==> src/rtl/dtms_pkg.sv <==
// package for the debounced trigger mode selector
// widths, register indexes and reset values shared by the interfaces and the top level
package dtms_pkg;

  localparam int MsgCount = 4;
  localparam int MsgW = (MsgCount > 1) ? $clog2(MsgCount) : 1;

  localparam int DebW = 16;
  localparam int CntW = 20;
  localparam int HoldW = 17;
  localparam int CfgIdxW = 2;
  localparam int CfgDataW = 20;
  localparam int CharW = 8;
  localparam int MsgIdxW = 2;

  typedef logic [CfgIdxW-1:0] cfg_idx_t;

  localparam cfg_idx_t RegDebounce = 2'd0;
  localparam cfg_idx_t RegIdle = 2'd1;
  localparam cfg_idx_t RegPulse = 2'd2;

  localparam logic [DebW-1:0] DebReset = 16'd50;
  localparam logic [CntW-1:0] IdleReset = 20'd30000;
  localparam logic [CntW-1:0] PulseReset = 20'd10000;

  localparam logic [CharW-1:0] AsciiOne = 8'h31;
  localparam logic [CharW-1:0] AsciiFour = 8'h34;

  localparam logic [CharW-1:0] MsgCycleTrig = 8'd3;
  localparam logic [CharW-1:0] MsgFront = 8'd1;
  localparam logic [CharW-1:0] MsgBack = 8'd2;
  localparam logic [CharW-1:0] MsgIdle = 8'd0;

  typedef logic [MsgW-1:0] msg_t;

  function automatic logic msg_ok(input logic [CharW-1:0] idx);
    msg_ok = (idx < CharW'(MsgCount));
  endfunction

endpackage

==> src/rtl/dtms_if.sv <==
// valid/ready channel interfaces for tick items and results
// depends on dtms_pkg for field widths
interface dtms_in_if;
  import dtms_pkg::*;
  logic             valid;
  logic             ready;
  logic             cycle_button;
  logic             trigger_switch;
  logic             front_motion;
  logic             back_motion;
  logic             char_valid;
  logic [CharW-1:0] char_code;

  modport source (output valid, cycle_button, trigger_switch, front_motion, back_motion,
                  char_valid, char_code, input ready);
  modport sink (input valid, cycle_button, trigger_switch, front_motion, back_motion,
                char_valid, char_code, output ready);
endinterface

interface dtms_out_if;
  import dtms_pkg::*;
  logic               valid;
  logic               ready;
  logic [MsgIdxW-1:0] message_index;
  logic               play_request;
  logic               relay_level;

  modport source (output valid, message_index, play_request, relay_level, input ready);
  modport sink (input valid, message_index, play_request, relay_level, output ready);
endinterface

==> src/rtl/debounced_trigger_mode_selector.sv <==
// top level of the debounced trigger mode selector
// depends on dtms_pkg and the channel interfaces in dtms_if.sv
//
//  channel   dir  transaction
//  in_ch     in   one tick: button, switch, sensor levels and serial character
//  out_ch    out  one result per tick: message index, play request, relay level
//  cfg_*     in   register write, no handshake
//
// the state update happens at input acceptance and the result lands in the output
// register on the same edge
// a new transaction is taken every cycle while the output register is empty or drained
// synchronous active-low reset restores register defaults and the released-button state
// a stalled output blocks input only while its result is still waiting
module debounced_trigger_mode_selector (
  input  logic                      clk,
  input  logic                      rst_n,
  dtms_in_if.sink                   in_ch,
  dtms_out_if.source                out_ch,
  input  logic                      cfg_we,
  input  dtms_pkg::cfg_idx_t        cfg_index,
  input  logic [dtms_pkg::CfgDataW-1:0] cfg_data
);
  import dtms_pkg::*;

  logic [DebW-1:0]  deb_ticks_r;
  logic [CntW-1:0]  idle_ticks_r;
  logic [CntW-1:0]  pulse_ticks_r;

  logic             cyc_last_r, cyc_stable_r;
  logic [HoldW-1:0] cyc_hold_r;
  logic             trg_last_r, trg_stable_r;
  logic [HoldW-1:0] trg_hold_r;
  logic             front_last_r, back_last_r;
  msg_t             sel_r;
  logic [CntW-1:0]  idle_r;
  logic             pulse_act_r;
  logic [CntW-1:0]  pulse_cnt_r;

  logic             cyc_stable_nxt, trg_stable_nxt;
  logic [HoldW-1:0] cyc_hold_nxt, trg_hold_nxt;
  msg_t             sel_nxt;
  logic [CntW-1:0]  idle_nxt;
  logic             pulse_act_nxt;
  logic [CntW-1:0]  pulse_cnt_nxt;
  logic             play_nxt;

  logic               out_valid_r;
  logic [MsgIdxW-1:0] out_msg_r;
  logic               out_play_r;
  logic               out_relay_r;

  logic             in_fire;
  logic             cyc_press, trg_press;
  logic [CharW-1:0] char_idx;
  logic [CharW-1:0] cyc_idx;

  assign in_ch.ready = !out_valid_r || out_ch.ready;
  assign in_fire = in_ch.valid && in_ch.ready;

  assign out_ch.valid = out_valid_r;
  assign out_ch.message_index = out_msg_r;
  assign out_ch.play_request = out_play_r;
  assign out_ch.relay_level = out_relay_r;

  assign char_idx = CharW'(in_ch.char_code - AsciiOne);
  assign cyc_idx = (CharW'(sel_r) + 8'd1 == CharW'(MsgCount)) ? 8'd0
                                                              : CharW'(sel_r) + 8'd1;

  always_comb begin
    // debounce
    if (in_ch.cycle_button != cyc_last_r) cyc_hold_nxt = '0;
    else if (cyc_hold_r == '1) cyc_hold_nxt = cyc_hold_r;
    else cyc_hold_nxt = HoldW'(cyc_hold_r + 1'b1);
    cyc_stable_nxt = cyc_stable_r;
    cyc_press = 1'b0;
    if (cyc_hold_nxt > {1'b0, deb_ticks_r} && in_ch.cycle_button != cyc_stable_r) begin
      cyc_stable_nxt = in_ch.cycle_button;
      cyc_press = !in_ch.cycle_button;
    end

    if (in_ch.trigger_switch != trg_last_r) trg_hold_nxt = '0;
    else if (trg_hold_r == '1) trg_hold_nxt = trg_hold_r;
    else trg_hold_nxt = HoldW'(trg_hold_r + 1'b1);
    trg_stable_nxt = trg_stable_r;
    trg_press = 1'b0;
    if (trg_hold_nxt > {1'b0, deb_ticks_r} && in_ch.trigger_switch != trg_stable_r) begin
      trg_stable_nxt = in_ch.trigger_switch;
      trg_press = !in_ch.trigger_switch;
    end

    // counters
    sel_nxt = sel_r;
    play_nxt = 1'b0;
    idle_nxt = (idle_r == '1) ? idle_r : CntW'(idle_r + 1'b1);
    pulse_act_nxt = pulse_act_r;
    pulse_cnt_nxt = (pulse_act_r && pulse_cnt_r != '1) ? CntW'(pulse_cnt_r + 1'b1)
                                                        : pulse_cnt_r;

    // selections in priority order, last wins
    if (cyc_press && msg_ok(cyc_idx)) begin
      sel_nxt = MsgW'(cyc_idx);
      idle_nxt = '0;
      play_nxt = 1'b1;
    end
    if (trg_press) begin
      if (msg_ok(MsgCycleTrig)) begin
        sel_nxt = MsgW'(MsgCycleTrig);
        idle_nxt = '0;
        play_nxt = 1'b1;
      end
      pulse_act_nxt = 1'b1;
      pulse_cnt_nxt = '0;
    end
    if (in_ch.front_motion && !front_last_r && msg_ok(MsgFront)) begin
      sel_nxt = MsgW'(MsgFront);
      idle_nxt = '0;
      play_nxt = 1'b1;
    end
    if (in_ch.back_motion && !back_last_r && msg_ok(MsgBack)) begin
      sel_nxt = MsgW'(MsgBack);
      idle_nxt = '0;
      play_nxt = 1'b1;
    end
    if (pulse_act_nxt && pulse_cnt_nxt >= pulse_ticks_r) pulse_act_nxt = 1'b0;
    if (in_ch.char_valid && in_ch.char_code >= AsciiOne && in_ch.char_code <= AsciiFour &&
        msg_ok(char_idx)) begin
      sel_nxt = MsgW'(char_idx);
      idle_nxt = '0;
      play_nxt = 1'b1;
    end
    if (idle_nxt >= idle_ticks_r && msg_ok(MsgIdle)) begin
      sel_nxt = MsgW'(MsgIdle);
      idle_nxt = '0;
      play_nxt = 1'b1;
    end
  end

  always_ff @(posedge clk) begin
    if (!rst_n) begin
      deb_ticks_r <= DebReset;
      idle_ticks_r <= IdleReset;
      pulse_ticks_r <= PulseReset;
      cyc_last_r <= 1'b1;
      cyc_stable_r <= 1'b1;
      cyc_hold_r <= '0;
      trg_last_r <= 1'b1;
      trg_stable_r <= 1'b1;
      trg_hold_r <= '0;
      front_last_r <= 1'b0;
      back_last_r <= 1'b0;
      sel_r <= '0;
      idle_r <= '0;
      pulse_act_r <= 1'b0;
      pulse_cnt_r <= '0;
      out_valid_r <= 1'b0;
    end else begin
      if (cfg_we) begin
        case (cfg_index)
          RegDebounce: deb_ticks_r <= cfg_data[DebW-1:0];
          RegIdle:     idle_ticks_r <= cfg_data[CntW-1:0];
          RegPulse:    pulse_ticks_r <= cfg_data[CntW-1:0];
          default:     ;
        endcase
      end
      if (in_fire) begin
        cyc_last_r <= in_ch.cycle_button;
        cyc_stable_r <= cyc_stable_nxt;
        cyc_hold_r <= cyc_hold_nxt;
        trg_last_r <= in_ch.trigger_switch;
        trg_stable_r <= trg_stable_nxt;
        trg_hold_r <= trg_hold_nxt;
        front_last_r <= in_ch.front_motion;
        back_last_r <= in_ch.back_motion;
        sel_r <= sel_nxt;
        idle_r <= idle_nxt;
        pulse_act_r <= pulse_act_nxt;
        pulse_cnt_r <= pulse_cnt_nxt;
        out_valid_r <= 1'b1;
      end else if (out_ch.ready) begin
        out_valid_r <= 1'b0;
      end
    end
  end

  always_ff @(posedge clk) begin
    if (in_fire) begin
      out_msg_r <= MsgIdxW'(sel_nxt);
      out_play_r <= play_nxt;
      out_relay_r <= !pulse_act_nxt;
    end
  end

  a_relay_tracks_pulse: assert property (@(posedge clk) disable iff (!rst_n)
    out_valid_r && !out_relay_r |-> pulse_act_r)
    else $error("relay low without an active pulse");

  a_play_clears_idle: assert property (@(posedge clk) disable iff (!rst_n)
    out_valid_r && out_play_r |-> idle_r == '0)
    else $error("play request without idle counter restart");

  a_fire_gives_result: assert property (@(posedge clk) disable iff (!rst_n)
    in_fire |=> out_valid_r)
    else $error("accepted transaction produced no result");

  a_msg_matches_state: assert property (@(posedge clk) disable iff (!rst_n)
    out_valid_r |-> out_msg_r == MsgIdxW'(sel_r))
    else $error("message index out of step with selection");

endmodule

==> src/flat_wrapper.sv <==
// flat-port wrapper written by rule: the top's interface ports become plain ports
module debounced_trigger_mode_selector_flat import dtms_pkg::*;
  (clk, rst_n, cfg_we, cfg_index, cfg_data, in_ch_valid, in_ch_cycle_button, in_ch_trigger_switch, in_ch_front_motion, in_ch_back_motion, in_ch_char_valid, in_ch_char_code, in_ch_ready, out_ch_valid, out_ch_message_index, out_ch_play_request, out_ch_relay_level, out_ch_ready);
  dtms_in_if in_ch_i ();
  dtms_out_if out_ch_i ();
  input  logic clk;
  input  logic rst_n;
  input  logic cfg_we;
  input  dtms_pkg::cfg_idx_t cfg_index;
  input  logic [dtms_pkg::CfgDataW-1:0] cfg_data;
  input wire logic [$bits(in_ch_i.valid)-1:0] in_ch_valid;
  input wire logic [$bits(in_ch_i.cycle_button)-1:0] in_ch_cycle_button;
  input wire logic [$bits(in_ch_i.trigger_switch)-1:0] in_ch_trigger_switch;
  input wire logic [$bits(in_ch_i.front_motion)-1:0] in_ch_front_motion;
  input wire logic [$bits(in_ch_i.back_motion)-1:0] in_ch_back_motion;
  input wire logic [$bits(in_ch_i.char_valid)-1:0] in_ch_char_valid;
  input wire logic [$bits(in_ch_i.char_code)-1:0] in_ch_char_code;
  output wire logic [$bits(in_ch_i.ready)-1:0] in_ch_ready;
  output wire logic [$bits(out_ch_i.valid)-1:0] out_ch_valid;
  output wire logic [$bits(out_ch_i.message_index)-1:0] out_ch_message_index;
  output wire logic [$bits(out_ch_i.play_request)-1:0] out_ch_play_request;
  output wire logic [$bits(out_ch_i.relay_level)-1:0] out_ch_relay_level;
  input wire logic [$bits(out_ch_i.ready)-1:0] out_ch_ready;
  assign in_ch_i.valid = in_ch_valid;
  assign in_ch_i.cycle_button = in_ch_cycle_button;
  assign in_ch_i.trigger_switch = in_ch_trigger_switch;
  assign in_ch_i.front_motion = in_ch_front_motion;
  assign in_ch_i.back_motion = in_ch_back_motion;
  assign in_ch_i.char_valid = in_ch_char_valid;
  assign in_ch_i.char_code = in_ch_char_code;
  assign in_ch_ready = in_ch_i.ready;
  assign out_ch_valid = out_ch_i.valid;
  assign out_ch_message_index = out_ch_i.message_index;
  assign out_ch_play_request = out_ch_i.play_request;
  assign out_ch_relay_level = out_ch_i.relay_level;
  assign out_ch_i.ready = out_ch_ready;
  debounced_trigger_mode_selector u_core (.clk(clk), .rst_n(rst_n), .in_ch(in_ch_i), .out_ch(out_ch_i), .cfg_we(cfg_we), .cfg_index(cfg_index), .cfg_data(cfg_data));
endmodule
==> config.mk <==
export PLATFORM = sky130hd
export DESIGN_NAME = debounced_trigger_mode_selector_flat
export DESIGN_NICKNAME = d
export VERILOG_FILES = /design/src/rtl/dtms_pkg.sv /design/src/rtl/dtms_if.sv /design/src/rtl/debounced_trigger_mode_selector.sv /design/src/flat_wrapper.sv
export SDC_FILE = /design/constraint.sdc
export NUM_CORES = 1
export LEC_CHECK = 0
export BUFFER_PORTS_ARGS = -buffer_cell sky130_fd_sc_hd__buf_2
export CORE_MARGIN = 10
export CORE_UTILIZATION = 62
export CTS_BUF_LIST = sky130_fd_sc_hd__clkbuf_16
export CTS_CLUSTER_DIAMETER = 80
export CTS_CLUSTER_SIZE = 8
export DETAILED_ROUTE_END_ITERATION = 10
export PLACE_DENSITY = 0.79
export SKIP_LAST_GASP = 1
export SYNTH_ARGS = -nofsm -noshare
export SYNTH_HDL_FRONTEND = slang
export SYNTH_SLANG_ARGS = --single-unit
export TNS_END_PERCENT = 20
==> constraint.sdc <==
create_clock -name clk -period 8.65 [get_ports clk]
set_input_delay 1.2975 -clock clk [delete_from_list [all_inputs] [get_ports clk]]
set_output_delay 1.2975 -clock clk [all_outputs]
set_load 0.02 [all_outputs]
==> results.py, run 1 <==
metrics = {
    "run_status": {
        "outcome": "finished clean",
    },
    "global_routing": {
        "grt_usage": 0.223,
        "antenna_found_initial": 0,
        "grt_max_degree": 68,
        "grt_first_pass_wirelength_um": 37600,
        "grt_pass1_vias": 7829,
        "grt-ovfl-total": 0,
    },
    "floorplanning": {
        "dieHeight_um": 142,
        "die_w_um": 142,
        "core_area_um2": 14600,
        "rows": 44,
        "ioPinCount": 46,
        "dieArea_um2": 20200,
        "initial_core_util": 0.633,
    },
    "sta": {
        "finalHoldViolations": 0,
        "period_share": 0.808,
        "fmax_mhz": 143,
        "period_needed_ns": 6.99,
        "clock_skew_ns": 0.0107,
        "slew_violations": 0,
        "worstMarginPinSlew_ns": 1.09,
        "slew_headroom": 0.268,
        "setup_viol": 0,
        "fin_setup_tns_ns": 0,
        "rsz0062_at_grt": "no",
        "post-route-worst-setup-slack_ns": 1.66,
    },
    "setup_path": {
        "r2r-end": "u_core.idle_r[3]$_SDFFE_PN0P_",
        "critPathMaxFanout": 39,
        "cp.required_ns": 9.03,
        "r2r-start": "u_core.trg_hold_r[0]$_SDFFE_PN0P_",
        "cp.arrival_ns": 7.38,
        "start_kind": "register",
        "crit_end": "u_core.idle_r[3]$_SDFFE_PN0P_",
        "r2r_setup_slack_ns": 1.66,
        "critPathKind": "reg -> reg",
        "critPathLaunch": "u_core.trg_hold_r[0]$_SDFFE_PN0P_",
        "r2r_cells": 26,
        "end_kind": "register",
    },
    "power": {
        "power.switching_mw": 0.390,
        "p_leak_nw": 4.08,
        "pwr-share-clk": 0.474,
        "p_comb_frac": 0.089,
        "swShare": 0.247,
        "powerDensity_nw_per_um2": 156,
        "irDropWorstVdd_mv": 0.157,
        "p_seq_frac": 0.437,
        "internal-power_mw": 1.19,
    },
    "drt": {
        "dr.pass1.iters": 5,
        "vias_per_cell": 5.97,
        "ant_nets": 0,
        "wl_um": 22400,
        "post_drt_wl_per_cell_um": 15.7,
        "drtIter0Drc": 664,
        "num_vias": 8520,
        "route.detailed.drc": 0,
    },
    "place": {
        "hpwl_um": 15900,
        "portBuffers": 45,
        "gp_congestion": 0.871,
        "place_ws_ns": 1.78,
        "placed_cells": 1395,
    },
    "synth": {
        "netlist_area_um2": 9240,
        "yosysTopAreaCellShare": 0.303,
        "synthArstFlopShare": 0,
        "syn-num-nets": 1332,
        "syn_area_per_cell_um2": 7.61,
        "yosys_warnings": 0,
        "synth_cell_types": 70,
        "synth_top_cell_by_area": "dfxtp_1",
        "ys_top_cells_by_area": "dfxtp_1 30%, ha_1 11%, nand2_1 8.5%",
        "synth-seq-cells": 144,
        "syn-instance-count": 1213,
        "synth-main-ff-cell": "dfxtp_1",
        "seq_area_frac_synth": 0.316,
        "synth_edf_count": 4,
    },
    "cts": {
        "cts-root-to-sink-buffers": 2,
        "clk_latency_ns": 0.44,
        "cts_sinks": 144,
        "cts_resized": 0,
        "cts_root_buf": "clkbuf_16",
        "clk_pin_slew_ns": 0.06,
        "cts_tree": "done",
        "cts_setup_buffers": 0,
        "cts_max_level": 4,
        "numCtsBuffers": 17,
        "cts_hold_buf": 0,
    },
    "cells_and_area": {
        "regArea_um2": 2920,
        "fin_nets": 1349,
        "drive_gt1_frac": 0.0845,
        "multi_input_area_um2": 5790,
        "stdcell_count": 1426,
        "area_growth_pct": 9.44,
        "nFillCells": 1223,
        "antenna_cells": 0,
    },
    "flow_run": {
        "cap_viol_max_count": 0,
    },
    "hold_path": {
        "hold_class": "reg -> reg",
    },
}
==> kinds of logic (layout without fill, tap and decap cells) <==
group / count (synthesis) / after routing / share of synthesized area
flops: 144 / 144 / 0.316
mux: 9 / 9 / 0.00976
simple gates: 516 / 516 / 0.265
compound gates: 261 / 261 / 0.172
buf+inv: 129 / 158 / 0.0580
fa+ha+maj: 79 / 79 / 0.107
xor+xnor: 75 / 75 / 0.0719
==> through the flow <==
stage | instance area (um^2) | power, mW | hold WS (ns) | utilization
4_1_cts | 10100 | 1.58 | 0.455 | 0.693
6_report | 10100 | 1.58 | 0.453 | 0.693
2_1_floorplan | 9240 | 0.798 | 0.436 | -
3_3_place_gp | 9510 | 0.839 | 0.442 | 0.652
3_5_place_dp | 9510 | 0.842 | 0.447 | 0.652
5_1_grt | 10100 | 1.63 | 0.468 | 0.693
==> state kept, by name, summed over array words and instances (netlist names) <==
signal and flops:
u_core.back_last_r 1, u_core.cyc_hold_r 17, u_core.cyc_last_r 1, u_core.cyc_stable_r 1, u_core.deb_ticks_r 16, u_core.front_last_r 1
u_core.idle_r 20, u_core.idle_ticks_r 20, u_core.out_ch.message_index 2, u_core.out_ch.play_request 1, u_core.out_ch.relay_level 1, u_core.out_ch.valid 1
u_core.pulse_act_r 1, u_core.pulse_cnt_r 20, u_core.pulse_ticks_r 20, u_core.sel_r 2, u_core.trg_hold_r 17, u_core.trg_last_r 1
u_core.trg_stable_r 1
==> routing by layer <==
layer,up-vias,wire [um],part of all wire,track usage
li1,4240,-,-,-
met1,3970,10200,0.46,0.299
met2,269,10400,0.46,0.350
met3,41,1450,0.065,0.0424
met4,0,392,0.018,0.0726
met5,-,0,0,0
==> cells in the final DEF (no fill, tap or decap), types with 19 or more instances in the layout <==
master / Yosys / routed
nand4_1: 23 / 23
xnor2_1: 28 / 28
nand3_1: 50 / 50
a21oi_1: 123 / 122
buf_2: 11 / 45
o21ai_0: 49 / 49
nand2_1: 208 / 207
ha_1: 79 / 79
dfxtp_1: 140 / 140
xor2_1: 46 / 46
inv_1: 71 / 73
nor3_1: 19 / 19
nor2_1: 120 / 120
==> synthesized netlist by cell type, types with 6 or more instances <==
cell,count
mux2i_1,9
xnor2_1,28
nand3_1,50
nand4_1,23
nor4_1,6
o31ai_1,10
ha_1,79
nor3_1,19
or4_1,7
buf_1,7
nor2b_1,6
a21o_1,14
clkbuf_1,34
dfxtp_1,140
nand2_1,208
buf_2,11
and3_1,16
and2_1,9
inv_1,71
and4_1,11
xor2_1,46
nor2_1,120
nand2b_1,9
a21oi_1,123
o211ai_1,16
nor3b_1,8
o21ai_0,49
==> worst max-delay path, cell delays in order (launching register included) <==
cell	delay, ns
dfxtp_1	0.34
ha_1	0.26
and3_1	0.19
and4b_1	0.26
a21oi_1	0.36
and2_1	0.28
nand3_1	0.11
xor2_1	0.21
nor2_1	0.07
ha_1	0.29
nand4_1	0.11
nor4_1	0.34
o21ai_1	0.11
a32o_1	0.28
a21oi_2	0.14
buf_4	0.36
or2_2	0.42
nor3_1	0.12
ha_1	0.30
a21oi_1	0.14
o21ai_0	0.12
a21oi_1	0.17
o211ai_1	0.11
a31oi_1	0.51
nand4bb_1	0.74
o21ai_0	0.42
a21o_1	0.15
==> power by group through the flow <==
stage	sequential (mW)	combinational, mW	clock (mW)
2_1_floorplan	0.704	0.0931	0
3_3_place_gp	0.704	0.135	0
3_5_place_dp	0.705	0.137	0
4_1_cts	0.690	0.139	0.754
5_1_grt	0.691	0.156	0.784
6_report	0.690	0.140	0.748
==> area by class of cell <==
class	instances	share of cell area
well taps	184	0.0228
multi-input cells	940	0.573
clock inverters	13	0.0144
clock buffers	18	0.0446
repair buffers	55	0.0297
flip-flops and latches	144	0.289
inverters	72	0.0267
==> how the worst min path moves through the flow <==
| stage | from | end | slack [ns] | depth (start not counted) |
|---|---|---|---|---|
| 5_1_grt | u_core.idle_ticks_r[2]$_SDFFE_PN0P_ | u_core.idle_ticks_r[2]$_SDFFE_PN0P_ | 0.47 | 2 |
| 3_5_place_dp | u_core.idle_ticks_r[11]$_SDFFE_PN0P_ | u_core.idle_ticks_r[11]$_SDFFE_PN0P_ | 0.45 | 2 |
| 6_report | u_core.idle_ticks_r[1]$_SDFFE_PN0P_ | u_core.idle_ticks_r[1]$_SDFFE_PN0P_ | 0.45 | 2 |
| 2_1_floorplan | u_core.deb_ticks_r[10]$_SDFFE_PN0P_ | u_core.deb_ticks_r[10]$_SDFFE_PN0P_ | 0.44 | 2 |
| 3_3_place_gp | u_core.deb_ticks_r[8]$_SDFFE_PN0P_ | u_core.deb_ticks_r[8]$_SDFFE_PN0P_ | 0.44 | 2 |
| 4_1_cts | u_core.deb_ticks_r[13]$_SDFFE_PN0P_ | u_core.deb_ticks_r[13]$_SDFFE_PN0P_ | 0.45 | 2 |
Note: power is estimated with default switching activity, not from simulation.
==> run 2, diff against run 1 <==
--- a/config.mk
+++ b/config.mk
@@ -7,12 +7,12 @@
 export LEC_CHECK = 0
 export BUFFER_PORTS_ARGS = -buffer_cell sky130_fd_sc_hd__buf_2
 export CORE_MARGIN = 10
-export CORE_UTILIZATION = 62
+export CORE_UTILIZATION = 56
 export CTS_BUF_LIST = sky130_fd_sc_hd__clkbuf_16
 export CTS_CLUSTER_DIAMETER = 80
 export CTS_CLUSTER_SIZE = 8
 export DETAILED_ROUTE_END_ITERATION = 10
-export PLACE_DENSITY = 0.79
+export PLACE_DENSITY = 0.76
 export SKIP_LAST_GASP = 1
 export SYNTH_ARGS = -nofsm -noshare
 export SYNTH_HDL_FRONTEND = slang
==> constraint.sdc (replaced) <==
create_clock -name clk -period 6.4 [get_ports clk]
set_input_delay 0.96 -clock clk [delete_from_list [all_inputs] [get_ports clk]]
set_output_delay 0.96 -clock clk [all_outputs]
set_load 0.02 [all_outputs]
==> run 2 against run 1 <==
  * Worst setup slack worse by 1.2 ns
  * Non-clock buffer count up 5
  * Global-route usage decreased by 1.5 points
  * Clock skew shrank 0.0013 ns
  * Final cell count rose by 2.6%
  * Die area increased by 9.2%
  * Clock power up 31%
  * Largest cell class unchanged
==> results.py, run 2 (synthesized netlist as in run 1, its figures left out) <==
metrics = {
    "sta": {
        "hold-worst-slack_ns": 0.454,
        "setup_viol": 0,
        "finalHoldViolations": 0,
        "slew_violations": 0,
        "post-route-worst-setup-slack_ns": 0.478,
        "slew_headroom": 0.232,
        "period_needed_ns": 5.92,
        "period_share": 0.925,
        "fmax_mhz": 169,
        "clock_skew_ns": 0.00938,
        "worstMarginPinSlew_ns": 1.15,
        "fin_setup_tns_ns": 0,
    },
    "floorplanning": {
        "die_w_um": 148,
        "core_area_um2": 16000,
        "initial_core_util": 0.577,
        "dieArea_um2": 22000,
        "rows": 46,
        "dieHeight_um": 148,
        "ioPinCount": 46,
    },
    "global_routing": {
        "antenna_found_initial": 0,
        "grt_pass1_vias": 7829,
        "grt-ovfl-total": 0,
        "grt_max_degree": 64,
        "grt_first_pass_wirelength_um": 37900,
        "grt_usage": 0.207,
    },
    "hold_path": {
        "hold_class": "reg -> reg",
        "min-delay-start": "u_core.idle_ticks_r[9]$_SDFFE_PN0P_",
    },
    "drt": {
        "route.detailed.drc": 0,
        "num_vias": 8485,
        "ant_nets": 0,
        "drtIter0Drc": 626,
        "dr.pass1.iters": 6,
        "wl_um": 23000,
        "post_drt_wl_per_cell_um": 15.7,
        "vias_per_cell": 5.80,
    },
    "place": {
        "place_area_um2": 9570,
        "portBuffers": 45,
        "hpwl_um": 16300,
        "place_ws_ns": 0.309,
        "gp_congestion": 0.874,
    },
    "power": {
        "p_leak_nw": 4.08,
        "irDropWorstVdd_mv": 0.211,
        "powerDensity_nw_per_um2": 206,
    },
    "setup_path": {
        "critPathKind": "reg -> reg",
        "critPathMaxFanout": 22,
        "cp.arrival_ns": 6.30,
        "slowest_stage": "a2111o_1",
        "r2r-start": "u_core.cyc_hold_r[0]$_SDFFE_PN0P_",
        "critPathLaunch": "u_core.cyc_hold_r[0]$_SDFFE_PN0P_",
        "end_kind": "register",
        "start_kind": "register",
        "cp.required_ns": 6.78,
        "cpPeakStageDelay_ns": 0.42,
    },
    "flow_run": {
        "cap_viol_max_count": 0,
    },
    "cts": {
        "cts_hold_buf": 0,
        "cts_root_buf": "clkbuf_16",
        "cts-root-to-sink-buffers": 2,
        "clk_latency_ns": 0.44,
        "cts_tree": "done",
        "clk_pin_slew_ns": 0.06,
        "numCtsBuffers": 17,
        "cts_sinks": 144,
        "cts_max_level": 4,
    },
    "cells_and_area": {
        "area_growth_pct": 10.3,
        "final_core_util": 0.637,
        "fin_nets": 1354,
        "drive_gt1_frac": 0.0938,
        "antenna_cells": 0,
        "layout_common_cells": "206 x nand2_1, 140 x dfxtp_1, 121 x a21oi_1",
        "final_common_cell": "nand2_1",
        "final_area_um2": 10200,
    },
    "run_status": {
        "outcome": "finished clean",
    },
}
==> run 2: cell types whose count changed in the layout (fill, tap and decap cells not counted), sizes merged <==
cell / before / now
clkinv: 8 / 5
bufinv: 3 / 2
clkinvlp: 0 / 2
buf: 55 / 59
inv: 74 / 77
==> run 2: power breakdown <==
part | switching, mW | internal [mW] | leakage (nW)
Clock | 0.409 | 0.570 | 0.279
Sequential | 0.0121 | 0.921 | 1.17
Combinational | 0.130 | 0.0607 | 2.64
Total | 0.551 | 1.55 | 4.08
==> run 2: what timing repair did <==
item | in CTS | in global routing
gates resized for setup | 0 | 10
endpoints found under the hold margin | 0 | 0
buffers inserted | 0 | 1
endpoints found under the setup margin | 0 | 18
==> run 2: stage by stage <==
step	power (mW)	cells
global placement	1.13	1430
finish	2.10	1463
CTS	2.11	1461
global route	2.18	1463
floorplan	1.08	1213
detailed placement	1.14	1430
==> run 2: cell type report <==
cell class                 instances  area [um^2]
inverter                          72          270
tap                              216          270
multi-input combinational        940         5820
clock buffer                      17          425
sequential                       144         2920
fill                            1425         5810
timing repair buffer              60          338
clock inverter                    14          139
==> run 2: routing by layer <==
| layer | share of wire | global-route usage | vias to the layer above |
|---|---|---|---|
| met3 | 0.044 | 0.0370 | 32 |
| met4 | 0.015 | 0.0694 | 0 |
| met1 | 0.47 | 0.271 | 3982 |
| met2 | 0.47 | 0.337 | 225 |
| met5 | 0 | 0 | - |
| li1 | - | - | 4246 |
==> run 2: worst paths after layout <==
| path | to | slack (ns) | cells past startpoint |
|---|---|---|---|
| max | u_core.idle_r[18]$_SDFFE_PN0P_ | 0.48 | 28 |
| min | u_core.idle_ticks_r[9]$_SDFFE_PN0P_ | 0.45 | 2 |
| max reg2reg | u_core.idle_r[18]$_SDFFE_PN0P_ | 0.48 | 28 |
| min reg2reg | u_core.idle_ticks_r[9]$_SDFFE_PN0P_ | 0.45 | 2 |
==> run 2: worst max-delay path: cells and delay by family, from the launching register on <==
| family | cells | cell delay [ns] |
|---|---|---|
| compound gates | 12 | 2.07 |
| xor+xnor | 1 | 0.15 |
| fa+ha+maj | 3 | 0.81 |
| simple gates | 10 | 1.95 |
| flops | 1 | 0.41 |
| buf+inv | 2 | 0.45 |
==> run 3, diff against run 2 <==
--- a/config.mk
+++ b/config.mk
@@ -7,12 +7,12 @@
 export LEC_CHECK = 0
 export BUFFER_PORTS_ARGS = -buffer_cell sky130_fd_sc_hd__buf_2
 export CORE_MARGIN = 10
-export CORE_UTILIZATION = 56
+export CORE_UTILIZATION = 62
 export CTS_BUF_LIST = sky130_fd_sc_hd__clkbuf_16
 export CTS_CLUSTER_DIAMETER = 80
 export CTS_CLUSTER_SIZE = 8
 export DETAILED_ROUTE_END_ITERATION = 10
-export PLACE_DENSITY = 0.76
+export PLACE_DENSITY = 0.79
 export SKIP_LAST_GASP = 1
 export SYNTH_ARGS = -nofsm -noshare
 export SYNTH_HDL_FRONTEND = slang
==> constraint.sdc (replaced) <==
create_clock -name clk -period 6.55 [get_ports clk]
set_input_delay 0.9825 -clock clk [delete_from_list [all_inputs] [get_ports clk]]
set_output_delay 0.9825 -clock clk [all_outputs]
set_load 0.02 [all_outputs]
==> run 3 against run 2 <==
  * Sequential power shrank 2.3%
  * Non-clock buffer count rose by 3
  * Count of clock-buffer cells in the layout unchanged
  * Hold slack about the same
  * Critical path depth down 1
  * Fmax is 2.2% lower
  * First-iteration DRC count down 3.2%
  * Routed wire length increased by 0.63%
  * Largest cell class unchanged
  * Largest power group is now sequential cells
==> results.py, run 3 (synthesized netlist as in run 1, its figures left out) <==
metrics = {
    "run_status": {
        "outcome": "finished clean",
    },
    "cells_and_area": {
        "drive_gt1_frac": 0.0912,
        "antenna_cells": 0,
        "area_growth_pct": 9.67,
        "fin_nets": 1357,
        "final_common_cell": "nand2_1",
        "layout_common_cells": "206 x nand2_1, 140 x dfxtp_1, 122 x a21oi_1",
        "final_area_um2": 10100,
    },
    "global_routing": {
        "antenna_found_initial": 0,
        "grt_max_degree": 64,
        "grt-ovfl-total": 0,
        "grt_first_pass_wirelength_um": 38400,
        "grt-busiest-layer": "met2",
        "grt_pass1_vias": 8048,
        "grt_usage": 0.227,
        "gr-usage-met2": 0.366,
        "gr-usage-met3": 0.0467,
        "grtUsageMet1": 0.299,
    },
    "setup_path": {
        "cpMostUsedCell": "a21oi_1",
        "crit_family": "compound AO/OA/AOI/OAI gates",
        "path_buf_inv": 1,
        "cp.arrival_ns": 6.43,
        "cpPeakStageDelay_ns": 0.42,
        "critPathKind": "reg -> reg",
        "critPathMaxFanout": 22,
        "slowest_stage": "a2111o_1",
        "end_kind": "register",
        "start_kind": "register",
        "cp.required_ns": 6.92,
    },
    "power": {
        "power.total_mw": 1.99,
        "irDropWorstVdd_mv": 0.188,
        "p_leak_nw": 4.07,
        "powerDensity_nw_per_um2": 196,
    },
    "sta": {
        "post-route-worst-setup-slack_ns": 0.493,
        "period_share": 0.925,
        "slew_headroom": 0.298,
        "period_needed_ns": 6.06,
        "hold-worst-slack_ns": 0.454,
        "clock_skew_ns": 0.00986,
        "setup_viol": 0,
        "worstMarginPinSlew_ns": 1.05,
        "finalHoldViolations": 0,
        "fmax_mhz": 165,
        "slew_violations": 0,
    },
    "floorplanning": {
        "initial_core_util": 0.633,
        "dieArea_um2": 20200,
        "ioPinCount": 46,
        "die_w_um": 142,
        "core_area_um2": 14600,
        "dieHeight_um": 142,
        "rows": 44,
    },
    "drt": {
        "route.detailed.drc": 0,
        "ant_nets": 0,
        "vias_per_cell": 6.00,
        "wl_um": 23200,
        "num_vias": 8598,
        "drtIter0Drc": 606,
        "dr.pass1.iters": 6,
        "post_drt_wl_per_cell_um": 16.2,
    },
    "place": {
        "place_area_um2": 9530,
        "place_ws_ns": 0.140,
        "gp_congestion": 0.888,
        "hpwl_um": 16200,
        "portBuffers": 45,
    },
    "cts": {
        "cts_root_buf": "clkbuf_16",
        "cts_tree": "done",
        "cts_sinks": 144,
        "numCtsBuffers": 17,
        "cts-root-to-sink-buffers": 2,
        "cts_max_level": 4,
        "cts_hold_buf": 0,
        "clk_latency_ns": 0.42,
        "clk_pin_slew_ns": 0.06,
    },
    "hold_path": {
        "hold_class": "reg -> reg",
    },
    "flow_run": {
        "cap_viol_max_count": 0,
    },
}
run 3: cell count changes in the layout (fill, tap and decap cells not counted), sizes merged:
cell / change
bufinv: -1
clkinvlp: +1
buf: +4
inv: -2
clkbuf: -1
clkinv: +2
run 3: final cells by class:
type,instances,area [um^2]
Sequential cell,144,2920
Clock buffer,17,425
Timing Repair Buffer,63,358
Fill cell,1213,4460
Clock inverter,14,103
Inverter,72,270
Tap cell,184,230
Multi-Input combinational cell,940,5820
run 3: worst min-delay path, cell delays in order, from the launching register on:
cell and delay (ns):
dfxtp_1 0.31, nand2_1 0.05, a21oi_1 0.05
run 3: timing repair:
| action | in CTS | in global routing |
|---|---|---|
| gates resized for setup | 0 | 8 |
| setup endpoints to repair | 0 | 24 |
| buffers inserted | 0 | 4 |
run 3: final timing paths:
path                                                           from                                   to  slack (ns)  depth (start not counted)
worst max-delay path              u_core.cyc_hold_r[1]$_SDFFE_PN0P_       u_core.idle_r[18]$_SDFFE_PN0P_        0.49                         27
worst min-delay path            u_core.idle_ticks_r[7]$_SDFFE_PN0P_  u_core.idle_ticks_r[7]$_SDFFE_PN0P_        0.45                          2
worst max register to register    u_core.cyc_hold_r[1]$_SDFFE_PN0P_       u_core.idle_r[18]$_SDFFE_PN0P_        0.49                         27
worst min register to register  u_core.idle_ticks_r[7]$_SDFFE_PN0P_  u_core.idle_ticks_r[7]$_SDFFE_PN0P_        0.45                          2
run 3: per-stage QoR:
step	TNS, ns	cells	util
finish	0	1434	0.694
global route	-0.00438	1434	0.694
CTS	0	1429	0.690
detailed placement	0	1398	0.654
global placement	0	1398	0.654
floorplan	0	1213	-
run 3: metal layers:
metal | wire (um) | up-vias
met5 | 0 | -
li1 | - | 4250
met3 | 1260 | 22
met2 | 11000 | 231
met4 | 280 | 0
met1 | 10700 | 4095
run 3: power breakdown:
group / internal, mW / leakage (nW) / total, mW / switching (mW)
logic: 0.0601 / 2.65 / 0.188 / 0.128
registers: 0.900 / 1.17 / 0.912 / 0.0116
clock network: 0.511 / 0.255 / 0.890 / 0.379
total: 1.47 / 4.07 / 1.99 / 0.519
